## config.mk

```make
export PLATFORM = sky130hd
export DESIGN_NAME = sorted_priority_queue
export DESIGN_NICKNAME = d
export VERILOG_FILES = /design/src/spq_pkg.sv /design/src/spq_cell.sv /design/src/sorted_priority_queue.sv
export SDC_FILE = /design/constraint.sdc
export NUM_CORES = 2
export LEC_CHECK = 0
export ABC_AREA = 1
export BUFFER_PORTS_ARGS = -buffer_cell sky130_fd_sc_hd__buf_2
export CELL_PAD_IN_SITES_DETAIL_PLACEMENT = 1
export CELL_PAD_IN_SITES_GLOBAL_PLACEMENT = 1
export CORE_MARGIN = 3
export CORE_UTILIZATION = 52
export CTS_CLUSTER_DIAMETER = 100
export DETAILED_ROUTE_END_ITERATION = 8
export HOLD_SLACK_MARGIN = 0.06
export MAX_ROUTING_LAYER = met4
export PLACE_DENSITY_LB_ADDON = 0.05
export SKIP_CTS_REPAIR_TIMING = 1
export SYNTH_ARGS = -nofsm -noshare
export SYNTH_HDL_FRONTEND = slang
export SYNTH_SLANG_ARGS = --single-unit
```

## constraint.sdc

```tcl
create_clock -name clk -period 7.8 [get_ports clk]
set_clock_uncertainty 0.1 [all_clocks]
set_input_delay 0 -clock clk [delete_from_list [all_inputs] [get_ports clk]]
set_output_delay 0 -clock clk [all_outputs]
set_load 0.02 [all_outputs]
```

## src/spq_pkg.sv

```systemverilog
// Shared types and constants for the sorted priority queue.
// Used by spq_cell and sorted_priority_queue; no dependencies.
package spq_pkg;

  localparam int VAL_W  = 32;
  localparam int PRI_W  = 16;
  localparam int STAT_W = 2;
  localparam int OCC_W  = 5;

  localparam int IN_DATA_W  = 48;  // value_in + priority_in
  localparam int OUT_DATA_W = 40;  // value_out + occupancy, padded to bytes
  localparam int OUT_USER_W = 3;   // value_valid + status

  typedef enum logic {
    CMD_INSERT = 1'b0,
    CMD_REMOVE = 1'b1
  } cmd_t;

  typedef enum logic [STAT_W-1:0] {
    ST_OK    = 2'd0,
    ST_EMPTY = 2'd1,
    ST_FULL  = 2'd2
  } status_t;

  // Broadcast from the controller to every cell of the chain.
  typedef struct packed {
    logic                    ins;
    logic                    rem;
    logic [VAL_W-1:0]        value;
    logic signed [PRI_W-1:0] pri;
  } cell_ctl_t;

endpackage

```

## src/spq_cell.sv

```systemverilog
// One slot of the sorted chain: holds a value and its priority.
// Depends on spq_pkg.
module spq_cell (
  input  logic                             clk,
  input  spq_pkg::cell_ctl_t               ctl,
  input  logic                             vld,
  input  logic                             left_take,
  input  logic [spq_pkg::VAL_W-1:0]        left_val,
  input  logic signed [spq_pkg::PRI_W-1:0] left_pri,
  input  logic [spq_pkg::VAL_W-1:0]        right_val,
  input  logic signed [spq_pkg::PRI_W-1:0] right_pri,
  output logic                             take,
  output logic [spq_pkg::VAL_W-1:0]        val,
  output logic signed [spq_pkg::PRI_W-1:0] pri
);
  import spq_pkg::*;

  logic [VAL_W-1:0]        val_r;
  logic signed [PRI_W-1:0] pri_r;

  // Empty slots and strictly larger priorities make room; equal ones stay (FIFO ties).
  assign take = !vld || ($signed(pri_r) > $signed(ctl.pri));
  assign val  = val_r;
  assign pri  = pri_r;

  always_ff @(posedge clk) begin
    if (ctl.rem) begin
      val_r <= right_val;
      pri_r <= right_pri;
    end else if (ctl.ins && take) begin
      if (left_take) begin
        val_r <= left_val;
        pri_r <= left_pri;
      end else begin
        val_r <= ctl.value;
        pri_r <= ctl.pri;
      end
    end
  end

endmodule

```

## src/sorted_priority_queue.sv

```systemverilog
// Sorted priority queue: a chain of CAPACITY cells kept in ascending priority order.
// The result beat is registered and presented in the cycle after its input beat is accepted.
// One insert or remove per cycle while the output is not stalled; every cell compares in
// parallel and the whole chain shifts at once.
// Reset clears the entry count and the output valid; the slots need no clearing.
// Depends on spq_pkg and spq_cell.
module sorted_priority_queue #(
  parameter int CAPACITY = 16
) (
  input  logic                               clk,
  input  logic                               rst_n,
  input  logic                               in_tvalid,
  output logic                               in_tready,
  input  logic [spq_pkg::IN_DATA_W-1:0]      in_tdata,   // value_in[31:0], priority_in[47:32]
  input  logic                               in_tuser,   // command
  output logic                               out_tvalid,
  input  logic                               out_tready,
  output logic [spq_pkg::OUT_DATA_W-1:0]     out_tdata,  // value_out[31:0], occupancy[36:32]
  output logic [spq_pkg::OUT_USER_W-1:0]     out_tuser   // value_valid[0], status[2:1]
);
  import spq_pkg::*;

  localparam int CNT_W = $clog2(CAPACITY + 1);

  logic [CNT_W-1:0] cnt_r, cnt_nxt;
  logic             ovld_r;
  logic [VAL_W-1:0] oval_r;
  logic             ovv_r;
  status_t          ostat_r;
  logic [OCC_W-1:0] oocc_r;

  logic             acc, is_ins, full, empty;
  cell_ctl_t        ctl;
  status_t          stat_nxt;

  logic [CAPACITY-1:0]     cell_vld;
  logic [CAPACITY-1:0]     take_w;
  logic [VAL_W-1:0]        val_w [CAPACITY];
  logic signed [PRI_W-1:0] pri_w [CAPACITY];

  assign in_tready = !ovld_r || out_tready;
  assign acc       = in_tvalid && in_tready;
  assign is_ins    = (cmd_t'(in_tuser) == CMD_INSERT);
  assign full      = (cnt_r == CNT_W'(CAPACITY));
  assign empty     = (cnt_r == '0);

  always_comb begin
    ctl.ins   = acc && is_ins && !full;
    ctl.rem   = acc && !is_ins && !empty;
    ctl.value = in_tdata[VAL_W-1:0];
    ctl.pri   = in_tdata[VAL_W +: PRI_W];
    cnt_nxt   = cnt_r;
    if (ctl.ins) begin
      cnt_nxt = cnt_r + 1'b1;
    end else if (ctl.rem) begin
      cnt_nxt = cnt_r - 1'b1;
    end
    stat_nxt = ST_OK;
    if (acc && is_ins && full) begin
      stat_nxt = ST_FULL;
    end else if (acc && !is_ins && empty) begin
      stat_nxt = ST_EMPTY;
    end
  end

  for (genvar g = 0; g < CAPACITY; g++) begin : g_cell
    logic                    lt;
    logic [VAL_W-1:0]        lv, rv;
    logic signed [PRI_W-1:0] lp, rp;

    assign cell_vld[g] = (cnt_r > CNT_W'(g));

    if (g == 0) begin : g_head
      assign lt = 1'b0;
      assign lv = '0;
      assign lp = '0;
    end else begin : g_mid
      assign lt = take_w[g-1];
      assign lv = val_w[g-1];
      assign lp = pri_w[g-1];
    end

    if (g == CAPACITY - 1) begin : g_tail
      assign rv = val_w[g];
      assign rp = pri_w[g];
    end else begin : g_body
      assign rv = val_w[g+1];
      assign rp = pri_w[g+1];
    end

    spq_cell u_cell (
      .clk       (clk),
      .ctl       (ctl),
      .vld       (cell_vld[g]),
      .left_take (lt),
      .left_val  (lv),
      .left_pri  (lp),
      .right_val (rv),
      .right_pri (rp),
      .take      (take_w[g]),
      .val       (val_w[g]),
      .pri       (pri_w[g])
    );
  end

  always_ff @(posedge clk) begin
    if (!rst_n) begin
      cnt_r  <= '0;
      ovld_r <= 1'b0;
    end else begin
      cnt_r <= cnt_nxt;
      if (acc) begin
        ovld_r <= 1'b1;
      end else if (out_tready) begin
        ovld_r <= 1'b0;
      end
    end
  end

  always_ff @(posedge clk) begin
    if (acc) begin
      oval_r  <= ctl.rem ? val_w[0] : '0;
      ovv_r   <= ctl.rem;
      ostat_r <= stat_nxt;
      oocc_r  <= OCC_W'(cnt_nxt);
    end
  end

  assign out_tvalid = ovld_r;
  assign out_tdata  = {{(OUT_DATA_W - VAL_W - OCC_W){1'b0}}, oocc_r, oval_r};
  assign out_tuser  = {ostat_r, ovv_r};

  a_cnt_bound: assert property (@(posedge clk) disable iff (!rst_n)
    cnt_r <= CNT_W'(CAPACITY))
    else $error("entry count above capacity");

  a_valid_ok: assert property (@(posedge clk) disable iff (!rst_n)
    (out_tvalid && ovv_r) |-> (ostat_r == ST_OK))
    else $error("removed value reported with error status");

  a_empty_occ: assert property (@(posedge clk) disable iff (!rst_n)
    (out_tvalid && ostat_r == ST_EMPTY) |-> (oocc_r == '0 && !ovv_r))
    else $error("empty status with nonzero occupancy");

  a_full_occ: assert property (@(posedge clk) disable iff (!rst_n)
    (out_tvalid && ostat_r == ST_FULL) |-> (oocc_r == OCC_W'(CAPACITY)))
    else $error("full status without full occupancy");

  a_rem_count: assert property (@(posedge clk) disable iff (!rst_n)
    ctl.rem |=> (cnt_r == $past(cnt_r) - 1'b1))
    else $error("remove did not decrement count");

endmodule
```

==> After elaboration in Yosys (flattened, before gate mapping) <==
Index checks and enable logic that the tools add are counted.
{ "word_totals": {"register_bits": 814, "inputBits": 53, "out_inout_bits": 45, "word_cells": 247} }
{ "classes": {"addsub": 2, "order_cmp": 32, "n_eq_ne": 1, "mux": 95, "n_bitwise": 2, "n_reduce_logical": 77} }
{ "op_table": {"columns": ["cell", "n"], "rows": [
  ["$mux 32", 45],
  ["$mux 16", 45],
  ["$gt 16x16->1", 16],
  ["$gt 5x4->1 const B", 8],
  ["$reduce_bool 2->1", 16],
  ["$logic_and 1x1->1", 23],
  ["$gt 5x3->1 const B", 4],
  ["$logic_not 1->1", 19],
  ["$logic_or 1x1->1", 17],
  ["$gt 5x1->1 const B", 2],
  ["$gt 5x2->1 const B", 2],
  ["$mux 5", 2],
  ["$add 5x1->5 const B", 1],
  ["$eq 5x5->1 const B", 1],
  ["$logic_not 5->1", 1],
  ["$sub 5x1->5 const B", 1],
  ["$mux 1", 3],
  ["$not 1->1", 2],
  ["$reduce_and 2->1", 1]
]} }

==> Logic depth before layout (Yosys ltp) <==
{ "logic_depth": {"ltp_word": 8, "mapped_depth": 20, "mapped_depth_nobuf": 18} }

==> Cells and area by module <==
From an unflattened synthesis, not the netlist that was laid out.
{ "unflattened": {"cells_unflattened": 5720, "area_unflattened_um2": 48027.3} }
{ "modules_own_cells": {"columns": ["mod", "instances", "cells_each", "area_per_inst_um2"], "rows": [
  ["spq_cell at g_cell[0].u_cell ...", 10, 345, 2874.0],
  ["spq_cell at g_cell[4].u_cell ...", 6, 340, 2845.2],
  ["sorted_priority_queue", 1, 230, 2215.9]
]} }

==> Least setup slack after synthesis <==
Ideal clock, no wire load.
{ "synth_timing": {"path_type": "reg2reg", "startpoint": "register ovld_r (netlist: out_tvalid)", "endpoint": "register g_cell[0].u_cell.pri_r[0], enable pin", "setup_ns": 0.483, "arrival_ns": 4.916, "required_time_ns": 7.217, "setup_slack_ns": 2.302, "stages_incl_launch_ff": 11, "cell_sequence": "dfxtp_1 > nand2_1 > nand2_1 > inv_1 > nand2_1 > a21oi_2 > inv_1 > nand2_1 > inv_1 > clkbuf_1 > a31oi_1"} }
{ "synth_via": {"elab_chain_cells": 7} }
{ "synth_rtl": {"columns": ["item", "line", "source"], "rows": [
  ["start, declared", "sorted_priority_queue.sv:26", "logic ovld_r;"],
  ["start signal, assigned", "sorted_priority_queue.sv:109", "ovld_r <= 1'b0;"],
  ["start signal, assigned", "sorted_priority_queue.sv:113", "ovld_r <= 1'b1;"],
  ["start signal, assigned", "sorted_priority_queue.sv:115", "ovld_r <= 1'b0;"],
  ["$logic_not 1->1 (*)", "sorted_priority_queue.sv:41", "assign in_tready = !ovld_r || out_tready;"],
  ["$logic_or 1x1->1 (*)", "sorted_priority_queue.sv:41", null],
  ["named net in_tready", "sorted_priority_queue.sv:13", "output logic in_tready,"],
  ["$logic_and 1x1->1 (*)", "sorted_priority_queue.sv:42", "assign acc = in_tvalid && in_tready;"],
  ["named net acc", "sorted_priority_queue.sv:32", "logic acc, is_ins, full, empty;"],
  ["$logic_and 1x1->1 (2 in a row)", "sorted_priority_queue.sv:48", "ctl.ins = acc && is_ins && !full;"],
  ["$logic_and 1x1->1", "spq_cell.sv:30", "end else if (ctl.ins && take) begin"],
  ["$reduce_bool 2->1 (no line) (*)", null, null],
  ["end signal, assigned", "spq_cell.sv:29", "pri_r <= right_pri;"],
  ["end signal, assigned", "spq_cell.sv:33", "pri_r <= left_pri;"],
  ["end signal, assigned", "spq_cell.sv:36", "pri_r <= ctl.pri;"],
  ["end, declared", "spq_cell.sv:19", "logic signed [PRI_W-1:0] pri_r;"]
]} }
The timed path passes the listed nets; every way through them passes the cells marked *.
A chain may end at the register's enable or synchronous reset.

==> Worst setup path after layout <==
{ "layout_timing": {"startpoint": "register cnt_r[4]", "endpoint": "register g_cell[13].u_cell.val_r[11], enable pin"} }
{ "layout_via": {"elab_chain_cells": 5} }
{ "layout_rtl": {"columns": ["item", "line", "source"], "rows": [
  ["start, declared", "sorted_priority_queue.sv:25", "logic [CNT_W-1:0] cnt_r, cnt_nxt;"],
  ["start signal, assigned", "sorted_priority_queue.sv:111", "cnt_r <= cnt_nxt;"],
  ["$gt 5x4->1 / $eq 5x5->1 (equally long branches)", "sorted_priority_queue.sv:71, sorted_priority_queue.sv:44", null],
  ["$logic_not 1->1, on equally long branches", "spq_cell.sv:22, sorted_priority_queue.sv:48", null],
  ["$logic_or 1x1->1 / $logic_and 1x1->1 (equally long branches)", "spq_cell.sv:22, sorted_priority_queue.sv:48", null],
  ["$logic_and 1x1->1", "spq_cell.sv:30", null],
  ["$reduce_bool 2->1 (no line) (*)", null, null],
  ["end signal, assigned", "spq_cell.sv:28", "val_r <= right_val;"],
  ["end signal, assigned", "spq_cell.sv:32", "val_r <= left_val;"],
  ["end signal, assigned", "spq_cell.sv:35", "val_r <= ctl.value;"],
  ["end, declared", "spq_cell.sv:18", "logic [VAL_W-1:0] val_r;"]
]} }
Mark *: on every way between the ends. The rest lies on a longest branch, timed or not.

==> results.sh <==
export IMPL_timing_max_cap_violations=0
export IMPL_finalCriticalPeriod_ns=4.51
export IMPL_fmax_mhz=222
export IMPL_drt_pass1_iterations=5
export IMPL_antenna_found_initial=1
export IMPL_synth_async_reset_ratio_pct=0
export IMPL_grt_first_pass_wirelength_um=241000
export IMPL_slew_violations=0
export IMPL_slew_headroom_pct=11.7
export IMPL_period_share_pct=57.8
export IMPL_yosysSeqAreaShare_pct=47.9
export IMPL_p_leak_nw=26.9
export IMPL_finalSetupTns_ns=0
export IMPL_hp_class="input pin to flip-flop"
export IMPL_nFillCells=12000
export IMPL_worstPathRequired_ns=8.00
export IMPL_antenna_left=0
export IMPL_cts_clk_slew_worst_paths_ns=0.06
export IMPL_grtUsageTotal_pct=29.4
export IMPL_grt_max_degree=230
export IMPL_drt_iter0_drc=3662
export IMPL_cts_sinks=814
export IMPL_grt_pass1_vias=44700
export IMPL_regArea_um2=24400
export IMPL_num_io_pins=98
export IMPL_powerDensity_nw_per_um2=280
export IMPL_grt_overflow_total=0
export IMPL_clkLatencyLatePin_ns=0.68
export IMPL_gp_congestion=0.838
export IMPL_ys_flop_type="edfxtp_1"
export IMPL_grt_setup_unrepaired="false"
export IMPL_cts_buffers=94
export IMPL_dieArea_um2=102000
export IMPL_cts_tree="yes"
export IMPL_initial_core_util_pct=52.6
export IMPL_area_delta_synth_final_pct=9.25
export IMPL_tightest_slew_ns=1.32
export IMPL_nets=6798
export IMPL_avgSynthCellArea_um2=7.73
export IMPL_vias=43200
export IMPL_yosys_area_share_xor_xnor_pct=0.0516
export IMPL_cts_root_buf="clkbuf_16"
export IMPL_cts_path_max_buffers=3
export IMPL_yosysWarnings=0
export IMPL_dp_hpwl_um=102000
export IMPL_endpoint_kind="flip-flop"
export IMPL_drive_above_1_share_pct=5.48
export IMPL_crit_fanout=76
export IMPL_synth_top_family_by_area="simple AND/OR/NAND/NOR gates"
export IMPL_setup_violations=0
export IMPL_h_tree_depth=3
export IMPL_finalHoldViolCount=0
export IMPL_synth_adder_area_share_pct=6.41
export IMPL_synth_edf_count=808
export IMPL_stdcell_area_um2=55700
export IMPL_multi_input_area_um2=21900
export IMPL_synthCells=6588
export IMPL_syn_area_um2=50900
export IMPL_path_class="flip-flop to flip-flop"
export IMPL_wl_per_cell_um=18.9
export IMPL_outcome="completed"
export IMPL_coreArea_um2=96900
export IMPL_route_detailed_drc=0
export IMPL_port_buffers=94
export IMPL_synth_compound_area_share_pct=3.01
export IMPL_ir_drop_uv=159
export IMPL_crit_arrival_ns=4.71
export IMPL_die_h_um=319
export IMPL_via_per_inst=5.51
export IMPL_placed_area_um2=52200
export IMPL_drt_wl_total_um=148000
export IMPL_cp_start_kind="flip-flop"
export IMPL_synth_simple_gate_area_share_pct=32.8
export IMPL_fp_row_count=114
export IMPL_ys_seq_elements=814
export IMPL_die_w_um=319
export IMPL_ys_types=34
export IMPL_synthMuxAreaShare_pct=0
final cells by class:
cell class / instances / share of cell area (%)
tap: 1276 / 2.87
clock buffer: 120 / 4.51
multi-input combinational: 4507 / 39.4
antenna: 1 / 0.00450
inverter: 832 / 5.62
sequential: 814 / 43.8
timing repair buffer: 235 / 3.12
clock inverter: 48 / 0.697
cells in the mapped netlist, types with 6 or more instances:
cell | number | share of area (%)
a21o_1 | 10 | 0.15
a21oi_1 | 103 | 1.0
a31oi_1 | 16 | 0.20
buf_1 | 24 | 0.18
buf_2 | 164 | 1.6
buf_4 | 17 | 0.25
clkbuf_1 | 232 | 1.7
dfxtp_1 | 6 | 0.24
edfxtp_1 | 808 | 48
ha_1 | 261 | 6.4
inv_1 | 828 | 6.1
nand2_1 | 2418 | 18
nand3_1 | 1398 | 14
nand4_1 | 9 | 0.11
nor2_1 | 107 | 0.79
nor3_1 | 8 | 0.079
nor4_1 | 6 | 0.074
o21a_1 | 8 | 0.12
o21ai_0 | 114 | 1.1
o21ai_1 | 18 | 0.18
cells by family after synthesis:
| logic type | Yosys count |
|---|---|
| AOI/OAI and AO/OA | 282 |
| xor gates and xnor gates | 3 |
| adders and majority gates | 261 |
| buffers and inverters | 1269 |
| DFF | 814 |
| other | 1 |
| and+or+nand+nor | 3958 |
placed cells by master, fill, tap and decap left out, drive strengths merged, types with 10 or more instances in the layout:
master | netlist | final
nor2 | 108 | 108
ha | 261 | 261
edfxtp | 808 | 808
a21oi | 104 | 104
buf | 205 | 182
inv | 832 | 834
nand2 | 2420 | 2420
o21ai | 132 | 132
nand3 | 1403 | 1403
dlygate4sd3 | 0 | 53
a21o | 10 | 10
clkbuf | 232 | 120
clkinv | 0 | 37
a31oi | 16 | 16
report_power, final:
group	internal (W)	switching (W)
clock	0.00243	0.00185
combinational	0.00139	0.00339
sequential	0.00607	0.000453
through the flow:
stage / util, % / std cells / hold slack (ns) / total power, W / setup WS [ns]
floorplan: - / 6590 / 0.0273 / 0.00989 / 2.30
global placement: 53.9 / 7611 / 0.202 / 0.0110 / 3.42
detailed placement: 53.9 / 7611 / 0.203 / 0.0113 / 3.34
CTS: 56.9 / 7779 / -0.521 / 0.0156 / 3.32
global route: 57.5 / 7833 / 0.0951 / 0.0166 / 3.06
finish: 57.5 / 7833 / 0.0824 / 0.0156 / 3.29
sequential cells by signal (all words and copies together) (netlist names):
| name | cells |
|---|---|
| g_cell.u_cell.pri | 256 |
| oocc_r | 5 |
| oval_r | 32 |
| out_tvalid | 1 |
| ovv_r | 1 |
| ostat_r | 2 |
| g_cell.u_cell.val | 512 |
| cnt_r | 5 |
metal layers:
| layer | up-vias | wire, um | track usage, % |
|---|---|---|---|
| met1 | 20700 | 70500 | 41.3 |
| met2 | 984 | 68200 | 46.8 |
| met3 | 185 | 6980 | 3.07 |
| met4 | 0 | 2640 | 6.06 |
| met5 | - | 0 | - |
| li1 | 21300 | - | - |
worst max-delay path, stage by stage, from the launching register on:
cell,delay [ns]
dfxtp_1,0.48
inv_2,0.19
nand2_1,0.12
nor2_1,0.13
nand2_2,0.10
buf_4,0.57
nand2_8,0.55
nand2_1,0.33
inv_1,0.06
buf_4,0.28
a31oi_4,0.51
buf_4,0.56
path summary, 6_finish.rpt:
kind                                                  end  cells past startpoint  slack [ns]                       from
worst max-delay path            g_cell[13].u_cell.val[11]                     11        3.29                   cnt_r[4]
worst min-delay path              g_cell[0].u_cell.val[2]                      4        0.08                in_tdata[2]
worst max register to register  g_cell[13].u_cell.val[11]                     11        3.29                   cnt_r[4]
worst min register to register  g_cell[14].u_cell.val[30]                      2        0.42  g_cell[15].u_cell.val[30]
Power figures use the tool's default switching activity.
